### src/rtl/prba_pkg.sv
`timescale 1ns / 1ps
package prba_pkg;
   localparam int FREE_SLOTS  = 128;
   localparam int GUARD_SLOTS = 16;
   localparam int FIDX_W = (FREE_SLOTS > 1) ? $clog2(FREE_SLOTS) : 1;
   localparam int FCNT_W = $clog2(FREE_SLOTS + 1);
   localparam int GIDX_W = (GUARD_SLOTS > 1) ? $clog2(GUARD_SLOTS) : 1;
   localparam int GCNT_W = $clog2(GUARD_SLOTS + 1);
   localparam int ADDR_W = 64;
   localparam int PAGES_W = 52;
   localparam int OP_W = 3;
   localparam int PAGE_SHIFT = 12;
   localparam int QUEUE_DEPTH = 2;
   localparam int QPTR_W = $clog2(QUEUE_DEPTH);
   localparam int QCNT_W = $clog2(QUEUE_DEPTH + 1);

   localparam logic [ADDR_W-1:0] PAGE_MASK = 64'h0000_0000_0000_0fff;
   // largest value that still rounds up to a page without wrapping
   localparam logic [ADDR_W-1:0] ROUND_MAX = 64'hffff_ffff_ffff_f000;

   typedef enum logic [OP_W-1:0] {
      OP_CLEAR   = 3'd0,
      OP_PROTECT = 3'd1,
      OP_REGION  = 3'd2,
      OP_ALLOC   = 3'd3,
      OP_RELEASE = 3'd4,
      OP_CHECK   = 3'd5
   } op_type;

   typedef enum logic [2:0] {
      CLS_CLEAR, CLS_PROTECT, CLS_REGION, CLS_ALLOC, CLS_RELEASE, CLS_CHECK, CLS_BAD
   } cls_type;

   typedef struct packed {
      cls_type             cls;
      logic [ADDR_W-1:0]   addr;
      logic [ADDR_W-1:0]   ext;
      logic [PAGES_W-1:0]  pages;
      logic [ADDR_W-1:0]   span_end;
      logic                span_bad;
   } work_type;

   typedef struct packed {
      logic [ADDR_W-1:0] fr_start;
      logic [ADDR_W-1:0] fr_end;
      logic [ADDR_W-1:0] fr_cur;
   } entry_type;

   localparam int ENTRY_W = $bits(entry_type);

   typedef struct packed {
      logic valid;
      logic ready;
   } hs_type;

   typedef enum logic [3:0] {
      ST_IDLE, ST_DISPATCH, ST_GINS, ST_GHIT, ST_RGN, ST_RGN_ADV, ST_PIECE,
      ST_FREAD, ST_FEVAL
   } state_type;
endpackage

### src/rtl/prba_if.sv
`timescale 1ns / 1ps
interface prba_req_if;
   import prba_pkg::*;
   logic                valid;
   logic                ready;
   logic [OP_W-1:0]     opcode;
   logic [ADDR_W-1:0]   address;
   logic [ADDR_W-1:0]   extent;
   logic [PAGES_W-1:0]  page_count;
   modport source (output valid, opcode, address, extent, page_count, input ready);
   modport sink (input valid, opcode, address, extent, page_count, output ready);
endinterface


### src/rtl/prba_front.sv
`timescale 1ns / 1ps
module prba_front (
   prba_req_if.sink           req_ch,
   output logic               push_valid,
   input  logic               push_ready,
   output prba_pkg::work_type push_data
);
   import prba_pkg::*;

   logic [ADDR_W:0]   ext_sum;
   logic [ADDR_W:0]   rel_sum;
   logic [ADDR_W-1:0] bytes;

   assign bytes   = {req_ch.page_count, {PAGE_SHIFT{1'b0}}};
   assign ext_sum = {1'b0, req_ch.address} + {1'b0, req_ch.extent};
   assign rel_sum = {1'b0, req_ch.address} + {1'b0, bytes};

   assign push_valid   = req_ch.valid;
   assign req_ch.ready = push_ready;

   always_comb begin
      push_data.addr     = req_ch.address;
      push_data.ext      = req_ch.extent;
      push_data.pages    = req_ch.page_count;
      push_data.span_end = ext_sum[ADDR_W-1:0];
      push_data.span_bad = ext_sum[ADDR_W] || (req_ch.extent == '0);
      push_data.cls      = CLS_BAD;
      unique case (req_ch.opcode)
         OP_CLEAR:   push_data.cls = CLS_CLEAR;
         OP_PROTECT: push_data.cls = CLS_PROTECT;
         OP_REGION:  push_data.cls = CLS_REGION;
         OP_CHECK:   push_data.cls = CLS_CHECK;
         OP_ALLOC: begin
            push_data.cls      = CLS_ALLOC;
            push_data.span_bad = (req_ch.page_count == '0);
         end
         OP_RELEASE: begin
            push_data.cls      = CLS_RELEASE;
            push_data.span_end = rel_sum[ADDR_W-1:0];
            push_data.span_bad = rel_sum[ADDR_W] || (req_ch.page_count == '0);
         end
         default:    push_data.cls = CLS_BAD;
      endcase
   end
endmodule

### src/flat_wrapper.sv
// flat-port wrapper written by rule: the top's interface ports become plain ports
module prba_front_flat import prba_pkg::*;
  (push_valid, push_ready, push_data, req_ch_valid, req_ch_opcode, req_ch_address, req_ch_extent, req_ch_page_count, req_ch_ready);
  prba_req_if req_ch_i ();
  output logic push_valid;
  input  logic push_ready;
  output prba_pkg::work_type push_data;
  input wire logic [$bits(req_ch_i.valid)-1:0] req_ch_valid;
  input wire logic [$bits(req_ch_i.opcode)-1:0] req_ch_opcode;
  input wire logic [$bits(req_ch_i.address)-1:0] req_ch_address;
  input wire logic [$bits(req_ch_i.extent)-1:0] req_ch_extent;
  input wire logic [$bits(req_ch_i.page_count)-1:0] req_ch_page_count;
  output wire logic [$bits(req_ch_i.ready)-1:0] req_ch_ready;
  assign req_ch_i.valid = req_ch_valid;
  assign req_ch_i.opcode = req_ch_opcode;
  assign req_ch_i.address = req_ch_address;
  assign req_ch_i.extent = req_ch_extent;
  assign req_ch_i.page_count = req_ch_page_count;
  assign req_ch_ready = req_ch_i.ready;
  prba_front u_core (.req_ch(req_ch_i), .push_valid(push_valid), .push_ready(push_ready), .push_data(push_data));
endmodule
### config.mk
export PLATFORM = sky130hd
export DESIGN_NAME = prba_front_flat
export DESIGN_NICKNAME = d
export VERILOG_FILES = /design/src/rtl/prba_pkg.sv /design/src/rtl/prba_if.sv /design/src/rtl/prba_front.sv /design/src/flat_wrapper.sv
export SDC_FILE = /design/constraint.sdc
export NUM_CORES = 1
export LEC_CHECK = 0
export BUFFER_PORTS_ARGS = -buffer_cell sky130_fd_sc_hd__buf_2
export CORE_AREA = 2 2 168 170
export DETAILED_ROUTE_END_ITERATION = 8
export DIE_AREA = 0 0 170 172
export PLACE_DENSITY = 0.62
export SLEW_MARGIN = 0
export SYNTH_ARGS = -nofsm -noshare
export SYNTH_HDL_FRONTEND = slang
export SYNTH_SLANG_ARGS = --single-unit
export TNS_END_PERCENT = 20
### constraint.sdc
create_clock -name vclk -period 3.6
set_input_delay 0.18 -clock vclk [all_inputs]
set_output_delay 0.18 -clock vclk [all_outputs]
set_load 0.005 [all_outputs]
# After elaboration in Yosys (flattened, before gate mapping)

Cells that the tools add are included.

$add $sub $neg: 2
Equal/unequal tests: 5
Multiplexer cells: 3
Reduce and logical (&&, ||, !) cells: 5

Operators with widths:

| operator           | number |
|---|---|
| $add 64x64->65     | 2 |
| $logic_not 64->1   | 1 |
| $mux 64            | 1 |
| $logic_not 52->1   | 1 |
| $pmux 3 s6         | 1 |
| $eq 3x2->1 const B | 2 |
| $eq 3x3->1 const B | 2 |
| $eq 3x1->1 const B | 1 |
| $logic_not 3->1    | 1 |
| $logic_or 1x1->1   | 2 |
| $pmux 1 s2         | 1 |

Bits in registers: 0
Output and inout bits: 250

# Depth between registers and ports, before layout

Word-level depth: 3
Depth in mapped cells: 14
Gate-level depth less buffers: 14

# Least setup slack after synthesis

No wires, ideal clock.

Path type: input-to-output
Start point: input req_ch_extent[0]
End point: output push_data[59] in the netlist's numbering
Arrival time: 2.827 ns
Data required time: 3.420 ns
Path slack: 0.593 ns
Stages: 14
Cells stage by stage: ha_1 -> inv_1 -> fa_1 -> nor2b_1 -> o31a_1 -> o31ai_2 -> o211ai_1 -> a21boi_4 -> a211o_1 -> a31oi_1 -> a221oi_4 -> o21ba_1 -> mux2i_1 -> o31ai_1

RTL lines:

| item               | line               | text |
|---|---|---|
| start: declaration | flat_wrapper.sv:11 | `input wire logic [$bits(req_ch_i.extent)-1:0] req_ch_extent;` |
| end: declaration   | flat_wrapper.sv:7  | `output prba_pkg::work_type push_data;` |

==> impl_metrics.yaml <==
sta:
  fin_crit_ns: 3.586
  max_freq_ghz: 0.2788
  rsz0062_at_grt: "yes"
  tightest_slew_ns: 0.8568
  min_period_over_period_pct: 99.62
  slew-limit-headroom_pct: 42.35
  hold_viol: 0
  slew_viol_final: 0
  hold_ws_ns: 0.3600
  tns_ns: 0
  setup_viol: 0
  worst_slack_ns: 0.01353
floorplanning:
  core_sq_um: 27480
  pin_count: 435
  floorplan.initialDensity_pct: 32.57
  dieArea_sq_um: 29240
  die_x_um: 170
  chipHeight_um: 172
  rows: 61
global_routing:
  gr-usage-all-layers_pct: 25.22
  grt_pass1_vias: 10022
  grt-ovfl-total: 0
  grt_pass1_wl_um: 57100
  grt_max_degree: 34
  antenna_found_initial: 1
route:
  drt-vias-per-instance: 5.508
  dr.pass1.iters: 6
  wl_per_cell_um: 20.33
  drtAntennaViolNets: 0
  vias: 10751
  drcViolationCount: 0
  wirelength_um: 39690
  drtIter0Drc: 777
critical_path:
  cp.required_ns: 3.42
  max_stage_delay_ns: 0.48
  worstSetupPathType: "in2out"
  cp_cell_sequence: "buf_2 -> ha_1 -> a211oi_4 -> o211ai_2 -> a21oi_1 -> a311oi_2 -> buf_4 -> a211oi_1 -> o221a_2 -> buf_4 -> nor3_1 -> nor2_1 -> xnor2_1 -> o21ai_0 -> buf_2"
  arrival_ns: 3.41
  worstSetupStartpointType: "input port"
  worst_path_max_delay_cell: "a211oi_1"
  crit_start: "req_ch_page_count[1]"
  critPathMaxFanout: 4
  crit_path_end_kind: "primary output"
finish:
  fin_nets: 1910
  multi_input_area_sq_um: 7383
  layout_common_cells: "431 x buf_2, 159 x a21oi_1, 120 x nand2_1, 113 x ha_1, 98 x nor2_1"
  seq_cells: 0
  layout-drive-gt1-share_pct: 35.02
  final_cells: 1952
  seq_area_sq_um: 0
  finalInstanceArea_sq_um: 10730
  utilization_pct: 39.06
  area_delta_synth_final_pct: 19.92
  final_common_cell: "buf_2"
  nFillCells: 2991
  clkbuf_count: 0
placed_design:
  gp_congestion: 0.9542
  dpl_cell_area_sq_um: 10600
  pre_cts_ws_ns: -0.003121
  io_buffers: 431
  hpwl_um: 34600
  placed_cells_incl_taps: 1948
cts:
  cts_hold_buf: 0
power:
  clkPwrFrac_pct: 0
  ir_worst_vdd_uv: 76.86
  p_total_mw: 2.201
  p_leak_nw: 5.347
  switching_share_pct: 56.53
  power.internal_uw: 957.0
  p_seq_share_pct: 0
  p_sw_mw: 1.244
  pwr-share-comb_pct: 100.0
  powerDensity_nw_per_um2: 205.1
synthesis:
  synth_area_sq_um: 8949
  syn-instance-count: 1326
  avgSynthCellArea_sq_um: 6.749
  ys_seq_area_share_pct: 0
  synthesis.nets: 1629
  yosys.cell_types.count: 72
  ys_warn_count: 0
worst_hold_path:
  hp-class: "in2out"
  hp-start: "req_ch_valid"
status:
  status: "finished, final reports clean"
run:
  cap_violations: 0
==> power groups by stage <==
stage	Sequential, mW	Combinational (mW)	Clock, mW
2_1_floorplan	0	1.37	0
3_3_place_gp	0	2.15	0
3_5_place_dp	0	2.15	0
4_1_cts	0	2.17	0
5_1_grt	0	2.41	0.0000000371
6_report	0	2.20	0.0000000372
==> logic make-up after synthesis <==
family	share of synthesized area, %
adder cells (fa/ha/maj)	16.67
AND/OR/NAND/NOR	19.73
buffers and inverters	18.76
XOR/XNOR	9.983
AO/OA/AOI/OAI	34.19
multiplexers	0.6712
==> final timing paths <==
kind  cells after the start             to  slack (ns)
min                       0     push_valid        0.36
max                      15  push_data[50]        0.01
==> layout make-up <==
type	count	share of cell area, %
timing repair buffer	517	26.23
multi-input combinational	1062	68.80
tap	346	4.034
antenna	1	0.02332
inverter	26	0.9094
==> critical path, delay by kind of cell <==
kind                     cells  cell delay, ns
AO/OA/AOI/OAI                7            2.04
buffers and inverters        4            0.61
adder cells (fa/ha/maj)      1            0.33
AND/OR/NAND/NOR              2            0.18
XOR/XNOR                     1            0.07
==> cell usage after synthesis, drive strengths merged, types with 4 or more instances <==
master  count  area [sq um]
a211o       4         35.03
a211oi     20         180.2
a21boi      7         63.82
a21o       69         518.0
a21oi     162         818.3
a31oi      19         140.1
a41oi       5         43.79
and2       11         68.82
and3        6         37.54
buf       187          1390
clkbuf     51         191.4
ha        116          1451
inv        26         97.59
mux2i       6         60.06
nand2     121         454.2
nand2b      8         50.05
nand3      18         90.09
nand4      41         256.5
nor2       98         367.9
nor2b      10         62.56
nor3       12         60.06
nor4       36         225.2
o211ai      9         72.57
o21a       10         75.07
o21ai      89         460.4
o21bai     28         214.0
o221ai      4         35.03
o31ai       9         91.33
xnor2      59         516.8
xor2       43         376.6
==> per-layer routing <==
layer	vias up	global-route usage (%)	wire length [um]
met5	-	0	0
met1	4993	32.00	17000
li1	5246	-	-
met2	461	45.91	19180
met3	51	2.609	2549
met4	0	5.723	964
==> timing repair <==
item,in CTS,in global routing
endpoints found under the setup margin,3,19
pin swaps,0,12
buffers inserted,0,3
gates resized for setup,2,20
No activity file was read; power rests on OpenSTA's default activity.
