===== config.mk =====
export PLATFORM = sky130hd
export DESIGN_NAME = prba_queue
export DESIGN_NICKNAME = d
export VERILOG_FILES = /design/src/rtl/prba_pkg.sv /design/src/rtl/prba_queue.sv
export SDC_FILE = /design/constraint.sdc
export NUM_CORES = 1
export LEC_CHECK = 0
export BUFFER_PORTS_ARGS = -buffer_cell sky130_fd_sc_hd__buf_2
export CORE_MARGIN = 4
export CORE_UTILIZATION = 33
export CTS_BUF_LIST = sky130_fd_sc_hd__clkbuf_8
export DETAILED_ROUTE_END_ITERATION = 12
export REMOVE_ABC_BUFFERS = 1
export SLEW_MARGIN = 10
export SYNTH_ARGS = -nofsm -noshare
export SYNTH_HDL_FRONTEND = slang
export SYNTH_SLANG_ARGS = --single-unit

===== constraint.sdc =====
create_clock -name clock -period 11.7 [get_ports clock]
set_input_delay 2.34 -clock clock [delete_from_list [all_inputs] [get_ports clock]]
set_output_delay 2.34 -clock clock [all_outputs]
set_load 0.03 [all_outputs]

===== src/rtl/prba_pkg.sv =====
`timescale 1ns / 1ps
package prba_pkg;
   localparam int FREE_SLOTS  = 128;
   localparam int GUARD_SLOTS = 16;
   localparam int FIDX_W = (FREE_SLOTS > 1) ? $clog2(FREE_SLOTS) : 1;
   localparam int FCNT_W = $clog2(FREE_SLOTS + 1);
   localparam int GIDX_W = (GUARD_SLOTS > 1) ? $clog2(GUARD_SLOTS) : 1;
   localparam int GCNT_W = $clog2(GUARD_SLOTS + 1);
   localparam int ADDR_W = 64;
   localparam int PAGES_W = 52;
   localparam int OP_W = 3;
   localparam int PAGE_SHIFT = 12;
   localparam int QUEUE_DEPTH = 2;
   localparam int QPTR_W = $clog2(QUEUE_DEPTH);
   localparam int QCNT_W = $clog2(QUEUE_DEPTH + 1);

   localparam logic [ADDR_W-1:0] PAGE_MASK = 64'h0000_0000_0000_0fff;
   // largest value that still rounds up to a page without wrapping
   localparam logic [ADDR_W-1:0] ROUND_MAX = 64'hffff_ffff_ffff_f000;

   typedef enum logic [OP_W-1:0] {
      OP_CLEAR   = 3'd0,
      OP_PROTECT = 3'd1,
      OP_REGION  = 3'd2,
      OP_ALLOC   = 3'd3,
      OP_RELEASE = 3'd4,
      OP_CHECK   = 3'd5
   } op_type;

   typedef enum logic [2:0] {
      CLS_CLEAR, CLS_PROTECT, CLS_REGION, CLS_ALLOC, CLS_RELEASE, CLS_CHECK, CLS_BAD
   } cls_type;

   typedef struct packed {
      cls_type             cls;
      logic [ADDR_W-1:0]   addr;
      logic [ADDR_W-1:0]   ext;
      logic [PAGES_W-1:0]  pages;
      logic [ADDR_W-1:0]   span_end;
      logic                span_bad;
   } work_type;

   typedef struct packed {
      logic [ADDR_W-1:0] fr_start;
      logic [ADDR_W-1:0] fr_end;
      logic [ADDR_W-1:0] fr_cur;
   } entry_type;

   localparam int ENTRY_W = $bits(entry_type);

   typedef struct packed {
      logic valid;
      logic ready;
   } hs_type;

   typedef enum logic [3:0] {
      ST_IDLE, ST_DISPATCH, ST_GINS, ST_GHIT, ST_RGN, ST_RGN_ADV, ST_PIECE,
      ST_FREAD, ST_FEVAL
   } state_type;
endpackage


===== src/rtl/prba_queue.sv =====
`timescale 1ns / 1ps
module prba_queue (
   input  logic               clock,
   input  logic               reset,
   input  logic               push_valid,
   output logic               push_ready,
   input  prba_pkg::work_type push_data,
   output prba_pkg::hs_type   pop_hs_out,
   input  logic               pop_take,
   output prba_pkg::work_type pop_data
);
   import prba_pkg::*;

   work_type            slot_ff [QUEUE_DEPTH];
   logic [QPTR_W-1:0]   wr_ptr_ff, wr_ptr_in;
   logic [QPTR_W-1:0]   rd_ptr_ff, rd_ptr_in;
   logic [QCNT_W-1:0]   count_ff, count_in;
   logic                do_push, do_pop;

   assign push_ready       = (count_ff != QCNT_W'(QUEUE_DEPTH));
   assign pop_hs_out.valid = (count_ff != '0);
   assign pop_hs_out.ready = pop_take;
   assign pop_data         = slot_ff[rd_ptr_ff];
   assign do_push          = push_valid && push_ready;
   assign do_pop           = pop_take && pop_hs_out.valid;

   always_comb begin
      wr_ptr_in = wr_ptr_ff;
      rd_ptr_in = rd_ptr_ff;
      count_in  = count_ff;
      if (do_push) begin
         wr_ptr_in = (wr_ptr_ff == QPTR_W'(QUEUE_DEPTH - 1)) ? '0 : wr_ptr_ff + 1'b1;
      end
      if (do_pop) begin
         rd_ptr_in = (rd_ptr_ff == QPTR_W'(QUEUE_DEPTH - 1)) ? '0 : rd_ptr_ff + 1'b1;
      end
      if (do_push && !do_pop) begin
         count_in = count_ff + 1'b1;
      end else if (do_pop && !do_push) begin
         count_in = count_ff - 1'b1;
      end
   end

   always_ff @(posedge clock) begin
      if (reset) begin
         wr_ptr_ff <= '0;
         rd_ptr_ff <= '0;
         count_ff  <= '0;
      end else begin
         wr_ptr_ff <= wr_ptr_in;
         rd_ptr_ff <= rd_ptr_in;
         count_ff  <= count_in;
      end
   end

   always_ff @(posedge clock) begin
      if (do_push) begin
         slot_ff[wr_ptr_ff] <= push_data;
      end
   end
endmodule


Word-level counts from Yosys, hierarchy flattened --
Memory sizes are Yosys's and may differ from the RTL's. A register that Yosys moved wholly into a read port is not among the register bits. Index checks and enable logic that the tools add are counted. W data, S select, Z words.
Storage, ports and cells: flip-flop bits (word level) 4, bits in latches 0, bits in writable memories 496, ROM bits 0, bits of input ports 252, logic and storage cells 25, memories kept 1
Cells by class: add/sub/neg operators 4, multiply operators 0, divide/modulo/power cells 0, order comparisons 0, eq/ne operators 1, shifts and indexed selects 0, mux-type cells 8, bitwise logic cells 0, reductions and logical operators 8
Memories:
- slot_ff | depth 2, bits a word 248, rd ports 1, clocked after Yosys merged registers in 1, write ports 1, line prba_queue.sv:14 | work_type slot_ff [QUEUE_DEPTH];
Operators with widths (count):
- $mux W1 | 6
- $logic_and A1 B1 Y1 | 4
- $mux W2 | 2
- $reduce_bool A2 Y1 | 2
- $add A1 B1 Y1 const B | 2
- $add A2 B1 Y2 const B | 1
- $logic_not A1 Y1 | 2
- $ne A2 B2 Y1 const B | 1
- $sub A2 B1 Y2 const B | 1

Logic depth before layout (Yosys ltp) --
Gate-level depths: netlist (run 1).
depth in word-level cells 6, depth in mapped cells 6, depth with buffers taken out 6

Worst setup path after synthesis (run 1) --
OpenSTA, ideal clock, no wires.
kind input -> register, start in push_valid, end mem slot_ff[1][0] (netlist bit) (enable), data arrival time 8041 ps, path slack 3017 ps, stages on the path 1, cells stage by stage and3_1
On the way: longest elaborated chain between the ends 3
RTL lines:
- start: declaration | line prba_queue.sv:5 | input logic push_valid,
- $logic_and A1 B1 Y1 | line prba_queue.sv:24 | assign do_push = push_valid && push_ready;
- $mux W1 | line prba_queue.sv:57 | if (do_push) begin
- $mux W1 (implied by the code) | line prba_queue.sv:58 | slot_ff[wr_ptr_ff] <= push_data;
- end: declaration | line prba_queue.sv:14
Every way passes these cells.

==> results of run 1 <==
cells in the final DEF, fill, tap and decap left out, types with 3 or more instances in the layout:
cell type    n
buf_2      502
edfxtp_1   496
mux2_4     200
clkbuf_8    87
mux2_2      48
inv_1       33
clkinv_1    22
diode_2      8
buf_4        7
clkinv_2     5
dfxtp_1      4
xor2_1       3
nor2_1       3
sequential cells by signal (all words and copies together) (netlist names), named ones only:
signal	flops
count_ff	2
rd_ptr_ff	1
slot_ff	496
wr_ptr_ff	1
power groups by stage:
stage | registers, W | clock network (W) | logic, W
5_1_grt | 0.00234 | 0.00156 | 0.00182
3_5_place_dp | 0.00236 | 0 | 0.00176
2_1_floorplan | 0.00250 | 0 | 0.00146
4_1_cts | 0.00233 | 0.00146 | 0.00177
6_report | 0.00232 | 0.00140 | 0.00173
3_3_place_gp | 0.00235 | 0 | 0.00176
path summary, 6_finish.rpt:
kind	end	cells after the start	start	slack, ns
hold / removal	flop	2	rd_ptr_ff	0.50
hold reg to reg	flop	2	rd_ptr_ff	0.50
setup reg to reg	slot_ff[1][116]	4	count_ff[0]	8.12
setup / recovery	pop_data[229]	3	flop	6.20
kinds of logic after synthesis:
| family | count (synthesis) | share of synthesized area, % |
|---|---|---|
| compound gates | 5 | 0.158 |
| xor+xnor | 3 | 0.138 |
| fa+ha+maj | 1 | 0.0658 |
| buf+inv | 30 | 1.91 |
| flops | 501 | 78.8 |
| mux | 248 | 18.6 |
| simple gates | 9 | 0.263 |
cells in the mapped netlist (2+ instances only):
library cell	n	share of area [%]
buf_8	11	0.87
buf_2	2	0.053
edfxtp_1	496	78
o21ai_0	2	0.053
nor2_1	3	0.059
a21oi_1	2	0.053
buf_6	14	0.83
dfxtp_1	5	0.53
mux2_4	200	16
mux2_2	48	2.8
xor2_1	3	0.14
final cells by class:
cell class                      instances  area (µm²)  share of cell area, %
Tap cell                              756         946                   3.98
Inverter                                1        11.3                 0.0474
Sequential cell                       501       15000                   63.2
Timing Repair Buffer                  510        2580                   10.9
Clock inverter                         66         324                   1.36
Clock buffer                           87        1200                   5.04
Multi-Input combinational cell        266        3670                   15.4
Antenna cell                            8        20.0                 0.0843
worst max-delay path: stages (launching register included):
cell and delay (ns):
dfxtp_4 0.87, buf_4 0.94, mux2_2 0.44, buf_2 0.18
layer usage:
layer	up-vias	wire, µm	global-route usage [%]
li1	4345	-	-
met1	4634	14900	13.6
met2	342	21700	22.5
met3	69	3670	5.02
met4	6	1040	5.64
met5	-	43	0
stage by stage:
stage                     worst slack, ns  util (%)
after floorplan                    -0.318         -
final                                6.20      41.9
after global placement               6.16      39.2
after global routing                 5.94      41.9
after detailed placement             6.13      39.2
after CTS                            5.99      41.8
==> flow_summary_export.csv, run 1 <==
group,metric,value,unit
setup_path,critPathMaxFanout,61,
power_and_ir_drop,p_clk_share,25.7,%
setup_path,cp-start-kind,"flop",
power_and_ir_drop,switching_share,33.4,%
setup_path,cp.arrival,3.16,ns
clocking,cts_tree,"built",
clocking,cts_resized,0,
timing,rsz0062_at_grt,"no",
clocking,numCtsBuffers,84,
die,die_x,248,µm
synthesis,synth_area,19000,µm²
placement,globalplace.congestion,0.717,
timing,hold_ws,0.499,ns
power_and_ir_drop,power_frac_seq,42.6,%
synthesis,avgSynthCellArea,23.9,µm²
timing,fmax,182,MHz
global_routing,gr-total-overflow,0,
placement,hpwlAfterDp,27300,µm
power_and_ir_drop,power_switching,0.00182,W
placement,io_buffer_count,502,
placement,place_area,22200,µm²
finish,fin_nets,1617,
timing,post-route-period-util,47.0,%
clocking,clkTransAtPathRegs,0.06,ns
finish,drive_gt1_share,60.2,%
power_and_ir_drop,leakage,9.25,nW
die,core,56700,µm²
routing,ant_nets,0,
clocking,clock_sinks,501,
clocking,cts_root_buffer,"clkbuf_8",
power_and_ir_drop,intPower,0.00363,W
global_routing,antenna_found_initial,16,
power_and_ir_drop,p_per_area,230,nW/µm²
synthesis,synth_ff_type,"edfxtp_1",
synthesis,ys_types,22,
routing,vias_per_cell,4.28,
die,io_pins,503,
synthesis,ys_async_sr_fraction,0,%
placement,dp.cells,2034,
synthesis,synth_cells,797,
power_and_ir_drop,power.total,0.00545,W
clocking,cts.path.max_buffers,3,
die,die_h,248,µm
clocking,post_cts.repair.setup_buffers,0,
synthesis,synth-edff-count,496,
routing,drcViolationCount,0,
finish,stdcell_area,23700,µm²
timing,setup_violations,0,
die,fp-row-count,87,
global_routing,grt_pass1_vias,10300,
clocking,h-tree-depth,3,
timing,relSlewSlack,22.5,%
global_routing,grtUsageTotal,12.8,%
global_routing,grt_first_pass_wirelength,59000,µm
setup_path,worstSetupPathType,"reg -> out",
timing,worst_pin_slew,1.16,ns
status,outcome,"completed",
finish,num-fill-cells,5147,
power_and_ir_drop,combPwrFrac,31.7,%
routing,vias,9396,
clocking,cts_hold_buf,0,
die,initial_core_util,33.5,%
hold_path,hold_path_class,"reg -> reg",
timing,hold_viol_final,0,
finish,syn_to_final_growth,24.9,%
power_and_ir_drop,ir_drop,0.347,mV
synthesis,yosys_warnings,0,
routing,post_drt_wl_per_cell,18.8,µm
die,die_area,61500,µm²
finish,finalNonFillerCells,2195,
routing,routed_wl,41300,µm
routing,first_iter_violations,334,
synthesis,ys_seq_area_share,78.8,%
setup_path,worst_ep_required_time,9.36,ns
clocking,clk_latency,0.63,ns
timing,tns,0,ns
run,maxCapViolCount,0,
setup_path,critPathCaptureType,"output port",
timing,fin_crit,5.50,ns
timing,slew_viol_final,0,
timing,skew,0.0146,ns
synthesis,ys_ff_latch,501,
routing,firstDrtPassIters,4,
global_routing,grt_max_degree,116,
(Power assumes the default switching activity.)
==> inputs of run 2 (changes only) <==
- ABC_AREA: unset -> 1
- clock period: 11.7 -> 4.45 ns (I/O delays scaled with it)
==> run 2 against run 1 <==
Effect of this change:
- die area grew 0.10%
- clock skew increased by 0.011 ns
- total power grew to 2.6 times the previous value
- first-iteration DRC count up 14%
- clock power grew to 2.6 times the previous value
- combinational power increased by 150%
- sequential share of layout area is 1.0 points lower
- sequential power rose to 2.7 times the previous value
==> flow_summary_export.csv, run 2 <==
group,metric,value,unit
clocking,h-tree-depth,3,
timing,setup_violations,0,
routing,post_drt_wl_per_cell,18.9,µm
die,die_x,248,µm
setup_path,cp.arrival,2.56,ns
finish,fin_nets,1656,
timing,skew,0.0257,ns
timing,hold_viol_final,0,
synthesis,ys_top_cells_by_area,"edfxtp_1 78%, mux2_4 16%, mux2_2 2.8%",
synthesis,synth_commonest_cells,"496 x edfxtp_1, 201 x mux2_4, 47 x mux2_2",
finish,final_common_cell,"buf_2",
global_routing,gr-total-overflow,0,
timing,fin_crit,3.45,ns
finish,syn_to_final_growth,26.8,%
synthesis,yosys_warnings,0,
clocking,cts_hold_buf,0,
synthesis,synth_cells,810,
finish,largest_reg_flops,496,
finish,largestRegisters,"slot_ff x496, count_ff x2",
global_routing,grt_max_degree,88,
synthesis,synth_area,19000,µm²
synthesis,ys_types,17,
power_and_ir_drop,p_clk_share,26.1,%
placement,place_area,22600,µm²
finish,stdcell_area,24100,µm²
synthesis,synth.most_common_cell,"edfxtp_1",
die,die_area,61600,µm²
global_routing,grtUsageTotal,13.0,%
timing,fmax,289,MHz
timing,rsz0062_at_grt,"no",
placement,hpwlAfterDp,29700,µm
synthesis,synth_ff_type,"edfxtp_1",
power_and_ir_drop,power.total,0.0142,W
setup_path,worst_ep_required_time,3.56,ns
placement,io_buffer_count,502,
clocking,clk_latency,0.63,ns
die,core,56700,µm²
timing,worst_pin_slew,0.939,ns
timing,slew_viol_final,0,
die,fp-row-count,87,
clocking,cts_resized,0,
routing,ant_nets,0,
routing,firstDrtPassIters,6,
setup_path,worstSetupPathType,"reg -> out",
synthesis,synth-edff-count,496,
synthesis,ys_async_sr_fraction,0,%
run,maxCapViolCount,0,
routing,routed_wl,42200,µm
power_and_ir_drop,leakage,9.48,nW
power_and_ir_drop,power_switching,0.00461,W
clocking,clock_sinks,501,
timing,post-route-period-util,77.6,%
clocking,cts.path.max_buffers,3,
finish,num-fill-cells,5075,
clocking,numCtsBuffers,83,
power_and_ir_drop,combPwrFrac,30.3,%
global_routing,antenna_found_initial,12,
placement,globalplace.congestion,0.772,
die,io_pins,503,
die,initial_core_util,33.6,%
setup_path,critPathCaptureType,"output port",
clocking,clkTransAtPathRegs,0.06,ns
clocking,post_cts.repair.setup_buffers,0,
finish,top_register,"slot_ff",
global_routing,grt_first_pass_wirelength,60600,µm
power_and_ir_drop,switching_share,32.5,%
routing,first_iter_violations,380,
die,die_h,248,µm
finish,drive_gt1_share,60.2,%
clocking,cts_tree,"built",
synthesis,ys_seq_area_share,78.7,%
timing,relSlewSlack,37.4,%
status,outcome,"completed",
synthesis,ys_ff_latch,501,
hold_path,hold_path_class,"in -> reg",
power_and_ir_drop,power_frac_seq,43.6,%
power_and_ir_drop,p_per_area,588,nW/µm²
synthesis,synth.largest_area_cell,"edfxtp_1",
synthesis,avgSynthCellArea,23.5,µm²
routing,vias,9664,
power_and_ir_drop,ir_drop,0.403,mV
routing,vias_per_cell,4.33,
clocking,cts_root_buffer,"clkbuf_8",
finish,final_cell_mix,"502 x buf_2, 496 x edfxtp_1, 201 x mux2_4, 85 x clkbuf_8, 47 x mux2_2",
routing,drcViolationCount,0,
power_and_ir_drop,intPower,0.00957,W
setup_path,critPathMaxFanout,47,
setup_path,cp-start-kind,"flop",
global_routing,grt_pass1_vias,10400,
synthesis,synth.top_cell.area_share,78.2,%
-- run 2: cell types whose count changed after synthesis, moves of 2 or more --
cell     before  now
nor2_1        3    7
nand2_1       0    9
inv_1         1    8
xor2_1        3    0
nand3_1       0    2
-- run 2: kinds of logic after synthesis --
family	Yosys count	share of synthesized area (%)
AOI/OAI and AO/OA	4	0.105
adders and majority gates	1	0.0657
buffers and inverters	37	2.05
DFF	501	78.7
muxes	248	18.6
and+or+nand+nor	19	0.401
-- run 2: per-layer routing --
layer	vias up	global-route usage (%)	part of all wire [%]	routed length, µm
li1	4430	-	-	-
met1	4795	14.7	38	16100
met2	353	22.1	51	21500
met3	78	4.76	8.3	3500
met4	8	5.96	2.6	1110
met5	-	0	0.15	62
-- run 2: layout make-up --
type,count,area (µm²),share of cell area (%)
sequential,501,15000,62.1
multi-input combinational,272,3670,15.2
timing repair buffer,537,2930,12.1
clock buffer,85,1170,4.85
tap,756,946,3.92
clock inverter,65,374,1.55
inverter,8,30.0,0.124
antenna,8,20.0,0.0829
-- run 2: critical path: stages, from the launching register on --
cell,delay [ns]
dfxtp_4,0.95
buf_4,0.39
mux2_2,0.36
buf_2,0.18
-- run 2: path summary, 6_finish.rpt --
kind | start | to | slack, ns | cells after the start
hold / removal | push_data[211] | slot_ff[0][211] | 0.44 | 1
setup reg to reg | count_ff[0] | slot_ff[1][192] | 2.19 | 5
hold reg to reg | rd_ptr_ff | flop | 0.52 | 2
setup / recovery | flop | pop_data[240] | 1.0 | 3
-- run 2: metrics by stage --
| step | hold WS [ns] | TNS, ns | worst slack [ns] | std cells | util (%) |
|---|---|---|---|---|---|
| global placement | 0.479 | 0 | 1.61 | 2074 | 39.8 |
| floorplan | 0.465 | -5287.67 | -7.68 | 781 | - |
| global route | 0.346 | 0 | 0.813 | 2230 | 42.5 |
| finish | 0.440 | 0 | 0.995 | 2232 | 42.6 |
| CTS | 0.327 | 0 | 0.838 | 2224 | 42.5 |
| detailed placement | 0.503 | 0 | 1.60 | 2074 | 39.8 |
-- run 2: power groups by stage --
stage | Combinational, W | Sequential, W | Clock (W)
after floorplan | 0.00338 | 0.00670 | 0
after global placement | 0.00435 | 0.00626 | 0
after detailed placement | 0.00436 | 0.00629 | 0
after CTS | 0.00438 | 0.00619 | 0.00387
after global routing | 0.00453 | 0.00623 | 0.00413
final | 0.00430 | 0.00618 | 0.00370
